--- config.mk ---
export PLATFORM = sky130hd
export DESIGN_NAME = stepper_trapezoid_ramp
export DESIGN_NICKNAME = d
export VERILOG_FILES = /design/src/rtl/str_pkg.sv /design/src/rtl/str_csr.sv /design/src/rtl/str_ramp.sv /design/src/rtl/stepper_trapezoid_ramp.sv
export SDC_FILE = /design/constraint.sdc
export NUM_CORES = 1
export LEC_CHECK = 0
export BUFFER_PORTS_ARGS = -buffer_cell sky130_fd_sc_hd__buf_2
export CAP_MARGIN = 20
export CELL_PAD_IN_SITES_DETAIL_PLACEMENT = 1
export CELL_PAD_IN_SITES_GLOBAL_PLACEMENT = 2
export CORE_MARGIN = 2
export CORE_UTILIZATION = 35
export CTS_CLUSTER_DIAMETER = 80
export DETAILED_ROUTE_END_ITERATION = 7
export MAX_ROUTING_LAYER = met4
export PLACE_DENSITY_LB_ADDON = 0.1
export SYNTH_ARGS = -nofsm -noshare
export SYNTH_HDL_FRONTEND = slang
export SYNTH_HIERARCHICAL = 1
export SYNTH_SLANG_ARGS = --single-unit
export TNS_END_PERCENT = 5
--- constraint.sdc ---
create_clock -name clock -period 8.03 [get_ports clock]
set_input_delay 2.0075 -clock clock [delete_from_list [all_inputs] [get_ports clock]]
set_output_delay 2.0075 -clock clock [all_outputs]
set_load 0.05 [all_outputs]
--- src/rtl/str_pkg.sv ---
// ----------------------------------------------------------------------------
// str_pkg
// Shared types, register indexes, reset values and saturating helpers for
// the stepper trapezoid ramp.
// ----------------------------------------------------------------------------
package str_pkg;

   localparam int CSR_INDEX_W = 2;
   localparam int CSR_DATA_W  = 16;

   typedef enum logic [CSR_INDEX_W-1:0] {
      CSR_START_PERIOD    = 2'd0,
      CSR_RAMP_TICKS      = 2'd1,
      CSR_PERIOD_DELTA    = 2'd2,
      CSR_PULSES_PER_UNIT = 2'd3
   } csr_index_type;

   localparam logic [15:0] START_PERIOD_RST    = 16'd5000;
   localparam logic [15:0] RAMP_TICKS_RST      = 16'd970;
   localparam logic [7:0]  PERIOD_DELTA_RST    = 8'd4;
   localparam logic [7:0]  PULSES_PER_UNIT_RST = 8'd20;

   typedef struct packed {
      logic [15:0] start_period;
      logic [15:0] ramp_ticks;
      logic [7:0]  period_delta;
      logic [7:0]  pulses_per_unit;
   } cfg_type;

   typedef struct packed {
      logic        cmd_valid;
      logic [7:0]  cmd_angle;
      logic        cmd_dir;
   } cmd_type;

   typedef struct packed {
      logic [15:0] period;
      logic [14:0] compare;
      logic        pulse_enable;
      logic        direction;
      logic        move_done;
   } rsp_type;

   function automatic logic [15:0] sat_sub(input logic [15:0] a, input logic [7:0] d);
      logic [15:0] d16;
      d16 = {8'd0, d};
      return (a > d16) ? (a - d16) : 16'd0;
   endfunction

   function automatic logic [15:0] sat_add(input logic [15:0] a, input logic [7:0] d);
      logic [16:0] s;
      s = {1'b0, a} + {9'd0, d};
      return s[16] ? 16'hFFFF : s[15:0];
   endfunction

endpackage

--- src/rtl/str_csr.sv ---
// ----------------------------------------------------------------------------
// str_csr
// Configuration register file: start period, ramp length, period delta and
// pulses per angle unit.
// ----------------------------------------------------------------------------
module str_csr (
   input  logic                            clock,
   input  logic                            reset,
   input  logic                            csr_wr_en,
   input  logic [str_pkg::CSR_INDEX_W-1:0] csr_index,
   input  logic [str_pkg::CSR_DATA_W-1:0]  csr_wdata,
   output str_pkg::cfg_type                cfg
);
   import str_pkg::*;

   cfg_type cfg_ff;
   cfg_type cfg_in;

   always_comb begin
      cfg_in = cfg_ff;
      if (csr_wr_en) begin
         unique case (csr_index_type'(csr_index))
            CSR_START_PERIOD:    cfg_in.start_period    = csr_wdata;
            CSR_RAMP_TICKS:      cfg_in.ramp_ticks      = csr_wdata;
            CSR_PERIOD_DELTA:    cfg_in.period_delta    = csr_wdata[7:0];
            CSR_PULSES_PER_UNIT: cfg_in.pulses_per_unit = csr_wdata[7:0];
            default:             cfg_in = cfg_ff;
         endcase
      end
   end

   always_ff @(posedge clock) begin
      if (reset) begin
         cfg_ff.start_period    <= START_PERIOD_RST;
         cfg_ff.ramp_ticks      <= RAMP_TICKS_RST;
         cfg_ff.period_delta    <= PERIOD_DELTA_RST;
         cfg_ff.pulses_per_unit <= PULSES_PER_UNIT_RST;
      end else begin
         cfg_ff <= cfg_in;
      end
   end

   assign cfg = cfg_ff;

endmodule

--- src/rtl/str_ramp.sv ---
// ----------------------------------------------------------------------------
// str_ramp
// Axis state and per-tick ramp update. One item is processed per cycle in
// which step is high; the result is combinational from the current state.
// ----------------------------------------------------------------------------
module str_ramp (
   input  logic             clock,
   input  logic             reset,
   input  logic             step,
   input  str_pkg::cmd_type cmd,
   input  str_pkg::cfg_type cfg,
   output str_pkg::rsp_type rsp
);
   import str_pkg::*;

   logic [15:0] tick_ff, tick_in;
   logic        active_ff, active_in;
   logic        running_ff, running_in;
   logic [7:0]  angle_ff, angle_in;
   logic        dir_ff, dir_in;
   logic [15:0] end_ff, end_in;
   logic [15:0] accel_end_ff, accel_end_in;
   logic [15:0] decel_start_ff, decel_start_in;
   logic        accel_ff, accel_in;
   logic        decel_ff, decel_in;
   logic [15:0] period_ff, period_in;

   logic [15:0] pulses;
   logic        end_hit, accel_hit, decel_hit;
   logic        accel_cur, decel_cur;
   logic [15:0] period_base, period_mid;
   logic        enable, done;

   always_comb begin
      tick_in        = tick_ff + 16'd1;
      active_in      = active_ff | cmd.cmd_valid;
      angle_in       = cmd.cmd_valid ? cmd.cmd_angle : angle_ff;
      dir_in         = cmd.cmd_valid ? cmd.cmd_dir : dir_ff;
      running_in     = running_ff;
      end_in         = end_ff;
      accel_end_in   = accel_end_ff;
      decel_start_in = decel_start_ff;
      accel_in       = accel_ff;
      decel_in       = decel_ff;
      period_in      = period_ff;
      enable         = 1'b0;
      done           = 1'b0;

      pulses = {8'd0, angle_in} * {8'd0, cfg.pulses_per_unit};

      // At move start the tick targets are relative to this tick, so their
      // matches reduce to compares on pulses and ramp length.
      if (!running_ff) begin
         end_hit     = (pulses == 16'd0);
         accel_hit   = (cfg.ramp_ticks == 16'd0);
         decel_hit   = (pulses == cfg.ramp_ticks);
         accel_cur   = 1'b1;
         decel_cur   = 1'b0;
         period_base = cfg.start_period;
      end else begin
         end_hit     = (tick_in == end_ff);
         accel_hit   = (tick_in == accel_end_ff);
         decel_hit   = (tick_in == decel_start_ff);
         accel_cur   = accel_ff;
         decel_cur   = decel_ff;
         period_base = period_ff;
      end

      period_mid = accel_cur ? sat_sub(period_base, cfg.period_delta) : period_base;

      if (active_in) begin
         if (!running_ff) begin
            end_in         = tick_in + pulses;
            accel_end_in   = tick_in + cfg.ramp_ticks;
            decel_start_in = tick_in + pulses - cfg.ramp_ticks;
         end
         accel_in   = accel_cur & ~accel_hit;
         decel_in   = decel_cur | decel_hit;
         period_in  = decel_in ? sat_add(period_mid, cfg.period_delta) : period_mid;
         running_in = ~end_hit;
         active_in  = ~end_hit;
         enable     = ~end_hit;
         done       = end_hit;
      end
   end

   always_ff @(posedge clock) begin
      if (reset) begin
         tick_ff        <= 16'd0;
         active_ff      <= 1'b0;
         running_ff     <= 1'b0;
         angle_ff       <= 8'd0;
         dir_ff         <= 1'b0;
         end_ff         <= 16'd0;
         accel_end_ff   <= 16'd0;
         decel_start_ff <= 16'd0;
         accel_ff       <= 1'b1;
         decel_ff       <= 1'b0;
         period_ff      <= START_PERIOD_RST;
      end else if (step) begin
         tick_ff        <= tick_in;
         active_ff      <= active_in;
         running_ff     <= running_in;
         angle_ff       <= angle_in;
         dir_ff         <= dir_in;
         end_ff         <= end_in;
         accel_end_ff   <= accel_end_in;
         decel_start_ff <= decel_start_in;
         accel_ff       <= accel_in;
         decel_ff       <= decel_in;
         period_ff      <= period_in;
      end
   end

   always_comb begin
      rsp.period       = period_in;
      rsp.compare      = period_in[15:1];
      rsp.pulse_enable = enable;
      rsp.direction    = dir_in;
      rsp.move_done    = done;
   end

endmodule

--- src/rtl/stepper_trapezoid_ramp.sv ---
// ----------------------------------------------------------------------------
// stepper_trapezoid_ramp
// Trapezoidal velocity ramp for one stepper axis: one item per timer tick,
// one result per item with period, half-period compare and pin controls.
//
//   channel  direction  handshake              payload
//   req_     in         req_valid / req_ready  cmd_valid, cmd_angle, cmd_dir
//   rsp_     out        rsp_valid / rsp_ready  period, compare, pulse_enable,
//                                              direction, move_done
//   csr_     in         csr_wr_en              csr_index, csr_wdata
//
// An item passes through the input register, then through the ramp update into
// the result register. A new item is taken every cycle while the result is not stalled.
// The ramp update (8x8 pulse multiply, target compares, saturating subtract and add)
// is the path between the two registers.
// A stalled result holds in the result register; the input register then
// fills and req_ready drops. Synchronous reset clears the valid flags of both stages.
// ----------------------------------------------------------------------------
module stepper_trapezoid_ramp (
   input  logic                            clock,
   input  logic                            reset,
   input  logic                            req_valid,
   output logic                            req_ready,
   input  logic                            req_cmd_valid,
   input  logic [7:0]                      req_cmd_angle,
   input  logic                            req_cmd_dir,
   output logic                            rsp_valid,
   input  logic                            rsp_ready,
   output logic [15:0]                     rsp_period,
   output logic [14:0]                     rsp_compare,
   output logic                            rsp_pulse_enable,
   output logic                            rsp_direction,
   output logic                            rsp_move_done,
   input  logic                            csr_wr_en,
   input  logic [str_pkg::CSR_INDEX_W-1:0] csr_index,
   input  logic [str_pkg::CSR_DATA_W-1:0]  csr_wdata
);
   import str_pkg::*;

   cfg_type cfg;
   cmd_type cmd_ff;
   logic    in_valid_ff;
   rsp_type rsp_in, rsp_ff;
   logic    out_valid_ff;
   logic    advance;

   str_csr u_csr (
      .clock     (clock),
      .reset     (reset),
      .csr_wr_en (csr_wr_en),
      .csr_index (csr_index),
      .csr_wdata (csr_wdata),
      .cfg       (cfg)
   );

   assign advance   = in_valid_ff & (~out_valid_ff | rsp_ready);
   assign req_ready = ~in_valid_ff | advance;

   str_ramp u_ramp (
      .clock (clock),
      .reset (reset),
      .step  (advance),
      .cmd   (cmd_ff),
      .cfg   (cfg),
      .rsp   (rsp_in)
   );

   always_ff @(posedge clock) begin
      if (reset) begin
         in_valid_ff  <= 1'b0;
         out_valid_ff <= 1'b0;
      end else begin
         if (req_ready) begin
            in_valid_ff <= req_valid;
         end
         if (advance) begin
            out_valid_ff <= 1'b1;
         end else if (rsp_ready) begin
            out_valid_ff <= 1'b0;
         end
      end
   end

   always_ff @(posedge clock) begin
      if (req_valid && req_ready) begin
         cmd_ff.cmd_valid <= req_cmd_valid;
         cmd_ff.cmd_angle <= req_cmd_angle;
         cmd_ff.cmd_dir   <= req_cmd_dir;
      end
      if (advance) begin
         rsp_ff <= rsp_in;
      end
   end

   assign rsp_valid        = out_valid_ff;
   assign rsp_period       = rsp_ff.period;
   assign rsp_compare      = rsp_ff.compare;
   assign rsp_pulse_enable = rsp_ff.pulse_enable;
   assign rsp_direction    = rsp_ff.direction;
   assign rsp_move_done    = rsp_ff.move_done;

endmodule
# ---- Word level (Yosys, flattened, before mapping)
# Index checks and enable logic that the tools add are counted.
# Widths: inputs -> output; s select.
dict set report word_totals {
  register_bits 187
  input_bits 33
  out_inout_bits 36
  wordCells 78
}
dict set report op_classes {
  n_addsub 6
  mul 1
  order_cmp 1
  n_eq_ne 7
  muxes 16
  bitwise_logic 11
  reduce_logical 11
}
# operator count
set ops {}
lappend ops {{$mux 16} 6}
lappend ops {{$eq 16x16->1} 4}
lappend ops {{$add 16x16->16} 2}
lappend ops {{$logic_not 16->1} 2}
lappend ops {{$add 16x8->17} 1}
lappend ops {{$add 16x1->16 const B} 1}
lappend ops {{$gt 16x8->1} 1}
lappend ops {{$mul 8x8->16} 1}
lappend ops {{$sub 16x16->16} 1}
lappend ops {{$sub 16x8->16} 1}
lappend ops {{$reduce_and 2->1} 5}
lappend ops {{$mux 1} 9}
lappend ops {{$mux 8} 1}
lappend ops {{$not 1->1} 5}
lappend ops {{$eq 2x2->1 const B} 2}
lappend ops {{$or 1x1->1} 4}
lappend ops {{$reduce_and 3->1} 1}
lappend ops {{$and 1x1->1} 2}
lappend ops {{$eq 2x1->1 const B} 1}
lappend ops {{$logic_not 2->1} 1}
lappend ops {{$reduce_bool 2->1} 1}
lappend ops {{$logic_and 1x1->1} 1}

# ---- Depth between registers and ports, before layout
dict set report depth {
  depth_word 8
  mapped_depth 32
  ltp_nobuf 30
}

# ---- Modules after synthesis
# Netlist, hierarchy kept.
# mod instances cells_per_inst area_each_um2 seq_area_each_um2
set by_module_without_submodules {}
lappend by_module_without_submodules {str_ramp 1 1429 11121.9 1861.8}
lappend by_module_without_submodules {str_csr 1 187 1951.9 960.9}
lappend by_module_without_submodules {stepper_trapezoid_ramp 1 54 1425.1 1361.3}

# ---- Worst setup path before layout
# No wires, ideal clock.
dict set report synth_timing {
  path_kind {register to register}
  start {reg cmd_ff[9] (netlist bit)}
  end {reg u_ramp.decel_start_ff[15]}
  setup_time_ns 0.086
  arrival_time_ns 7.036
  required_time_ns 7.944
  slack_ns 0.909
  path_stages_with_launch 31
  path_buffers 2
  synth_period_minus_slack_ns 7.121
  cell_sequence {edfxtp_1 buf_1 mux2i_1 nand2b_1 fa_1 fa_1 inv_1 fa_1 inv_1 fa_1 inv_1 ha_1 buf_2 or4_1 o21ai_0 nor2_1 nor2_1 nor2_1 ha_1 or3_1 a211o_1 o211ai_1 xnor2_1 ha_1 nand3_1 a211oi_1 o31a_1 o21ai_0 nand2b_1 xnor2_1 a211oi_1}
}
dict set report synth_via {
  elab_chain_len 4
  elab_cells_between_ends 6
  classes_between {add/sub: 2; mul: 1; mux: 1; bitwise: 1; reduce/logical: 1}
}
# item line_no
set synth_rtl {}
lappend synth_rtl {{start, declared} stepper_trapezoid_ramp.sv:41} ;# cmd_type cmd_ff;
lappend synth_rtl {{$mux 8} str_ramp.sv:37} ;# angle_in = cmd.cmd_valid ? cmd.cmd_angle : angle_ff;
lappend synth_rtl {{$mul 8x8->16} str_ramp.sv:49} ;# pulses = {8'd0, angle_in} * {8'd0, cfg.pulses_per_unit};
lappend synth_rtl {{$add 16x16->16} str_ramp.sv:75} ;# decel_start_in = tick_in + pulses - cfg.ramp_ticks;
lappend synth_rtl {{$sub 16x16->16} str_ramp.sv:75}
lappend synth_rtl {{end signal, assigned} str_ramp.sv:108} ;# decel_start_ff <= decel_start_in;
lappend synth_rtl {{end, declared} str_ramp.sv:23} ;# logic [15:0] decel_start_ff, decel_start_in;
# Several ways; a longest one is shown, not always the timed one.
# A chain may end at the register's enable or synchronous reset.

# ---- Worst setup path in the final report
# Same ends and word-level chain as after synthesis.

==> run metrics <==
outcome=finished clean; LEAKAGE=between 6 and 7 nW; CP max stage delay=0.55 ns; GPL Wtd Cong=0.840; total track usage=approximately 22%; Worst-path clk slew=~0.08 ns; vias in the first global route=12200; WHS Path Cells=2; Synth cell types=82; most common flop cell mapped by yosys=dfxtp_1; Yosys top cell by area=dfxtp_1; critical path type=flip-flop to flip-flop; RSZ-0062 raised after global routing=false; Placed Cells=between 2000 and 2500; MaxCap Viol Count=0; Final setup viols=0; IO Pins=69; IO Port Bufs=between 60 and 70; Area after DPL=0.0152 mm²; Die ar.=~0.043 mm²; Hold Path Class=flip-flop to flip-flop; grt total ovfl=0; Final Instance Area=between 0.015 and 0.02 mm²; R2R cell count=30; CTS tree=yes; Critical Path Slowest Stage Cell=fa_1; Power Density=177 mW/mm²; Clock Path Buffers=2; worst-path maximum fanout=10; Required @ worst endpoint=8.40 ns; cell with the most instances after synthesis=dfxtp_1; Synth area leaders=dfxtp_1 (20%), edfxtp_1 (9.1%), ha_1 (8.5%); core box area=between 0.04 and 0.05 mm²; Initial Util=35.5%; post-route insts no fill=2234; # hold bufs at CTS=0; PnR worst setup slack=about 0.64 ns; Post-synth EDFFs=44; Post-Syn Area=between 0.01 and 0.015 mm²; fraction of registers with async set/reset=0%; post-synth net total=1842; Clock Tree Root=clkbuf_16; # rows=74; Worst VDD drop=0.000112 V; Residual DRC=0; clock sink count=187; Place WS=0.532 ns; post-synthesis sequential area ratio=between 20% and 30%; post-route ant nets=0; Post-synth top cells=dfxtp_1 (143), nor2_1 (140), nand2_1 (126), a21oi_1 (117), inv_1 (112); pin count of the biggest net entering global routing=between 90 and 100; Hold WS=0.467 ns; Die Y=208 µm; total negative slack=0 ns; Max Slew Vio Count=0; # nets final=1860; Post-CTS Setup Bufs=0; clock buffer count from CTS=17; Initial DRT Pass Iterations=5; first-pass GRT wire length=71400 µm; WL/cell=between 20 and 25 µm; fin util=38.9%; vias per cell=about 5.3; syn_area_per_cell=between 8 and 9 µm²; crit-path most repeated cell=fa_1; initial antenna violation count=2; post-synth top area share=19.7%; Setup crit start kind=flip-flop; slew of the pin with the lowest slew margin=1.05 ns; fin crit share=around 90%; DP HPWL=~35000 µm; P&R area growth vs syn=9.46%; final WL=45100 µm; PnR Total Power=2.81 mW; H-tree levels=4; DIE WIDTH=208 µm; Fmax achieved=135 MHz; CP arrival=7.75 ns; final hold viol count=0; drt initial violations=624; Gate Count Post-Synth=around 1700; proportion of layout cells with a drive suffix above 1=10.1%; CP Capture Type=flip-flop; #FFs+latches synth=187; vias=approximately 12000; Yosys Warn Count=6; clk_skew=0.0159 ns; Slew headroom=30.1%; clk_lat worst skew=0.47 ns; min Tclk post-route=approximately 7.4 ns
[path summary, 6_finish.rpt]
kind / startpoint / endpoint / slack (ns)
setup / recovery: cmd_ff[9] / u_ramp/decel_start_ff[15] / 0.64
hold / removal: u_ramp/accel_end_ff[4] / u_ramp/accel_end_ff[4] / 0.47
setup reg to reg: cmd_ff[9] / u_ramp/decel_start_ff[15] / 0.64
hold reg to reg: u_ramp/accel_end_ff[4] / u_ramp/accel_end_ff[4] / 0.47
[final cells by class]
cell class	count	area, µm²
timing repair buffer	91	519
antenna	1	2.50
clock buffer	19	475
fill	4809	25000
inverter	112	420
sequential	187	4180
clock inverter	13	136
multi-input combinational	1279	9470
tap	532	666
[cell families after synthesis]
logic type | after synthesis | synth area share (%)
AOI/OAI and AO/OA | 300 | 13.3
xor gates and xnor gates | 151 | 9.79
adders and majority gates | 139 | 14.1
buffers and inverters | 204 | 6.01
DFF | 187 | 28.9
muxes | 89 | 6.26
and+or+nand+nor | 600 | 21.7
[metal layers]
metal	wire length (µm)	GRT usage (%)	share of wire, %	vias up
met4	1050	6.75	2.3	0
met1	22300	29.9	49	5786
met2	20500	34.4	45	165
li1	-	-	-	5820
met5	0	-	0	-
met3	1260	2.74	2.8	49
[registers in the layout (all words and copies together) (netlist names)]
name and flops:
u_ramp/dir_ff 1, u_ramp/tick_ff 16, in_valid_ff 1, u_ramp/accel_ff 1, u_csr/cfg 48, u_ramp/decel_ff 1, rsp_direction 1, u_ramp/end_ff 16
u_ramp/running_ff 1, rsp_valid 1, rsp_compare 15, rsp_pulse_enable 1, u_ramp/period_ff 16, u_ramp/active_ff 1, rsp_period 16, u_ramp/angle_ff 8
u_ramp/decel_start_ff 16, u_ramp/accel_end_ff 16, rsp_move_done 1, cmd_ff 10
[worst max-delay path: cells and delay by family, from the launching register on]
family	cells	cell delay, ns
adder cells (fa/ha/maj)	7	3.06
AO/OA/AOI/OAI	9	1.88
AND/OR/NAND/NOR	5	0.75
buffers and inverters	5	0.54
XOR/XNOR	3	0.49
flip-flops	1	0.45
multiplexers	1	0.13
[cell usage in the layout (no fill, tap or decap), types with 15 or more instances in the layout]
cell,instances
nor2b_1,56
inv_1,112
nor2_1,138
nand3_1,30
fa_1,41
a21oi_1,117
a211oi_1,29
nand4_1,24
a31oi_1,15
buf_2,67
nor4_1,18
dfxtp_1,143
xor2_1,50
edfxtp_1,44
clkbuf_16,19
a21o_1,16
buf_4,23
mux2i_1,75
ha_1,98
nand2_1,126
nor3_1,30
nand2b_1,77
xnor2_1,94
o21ai_0,30
and3_1,15
[report_power, final]
group | switching [mW] | total, mW | internal (mW)
clock network | 0.438 | 0.891 | 0.453
logic | 0.512 | 0.856 | 0.344
registers | 0.0497 | 1.06 | 1.01
[what timing repair did]
| item | 4_1_cts | 5_1_grt |
|---|---|---|
| endpoints found under the setup margin | 0 | 1 |
| endpoints found under the hold margin | 0 | 0 |
| resized for setup | 0 | 2 |
Note: power is estimated with default switching activity, not from simulation.
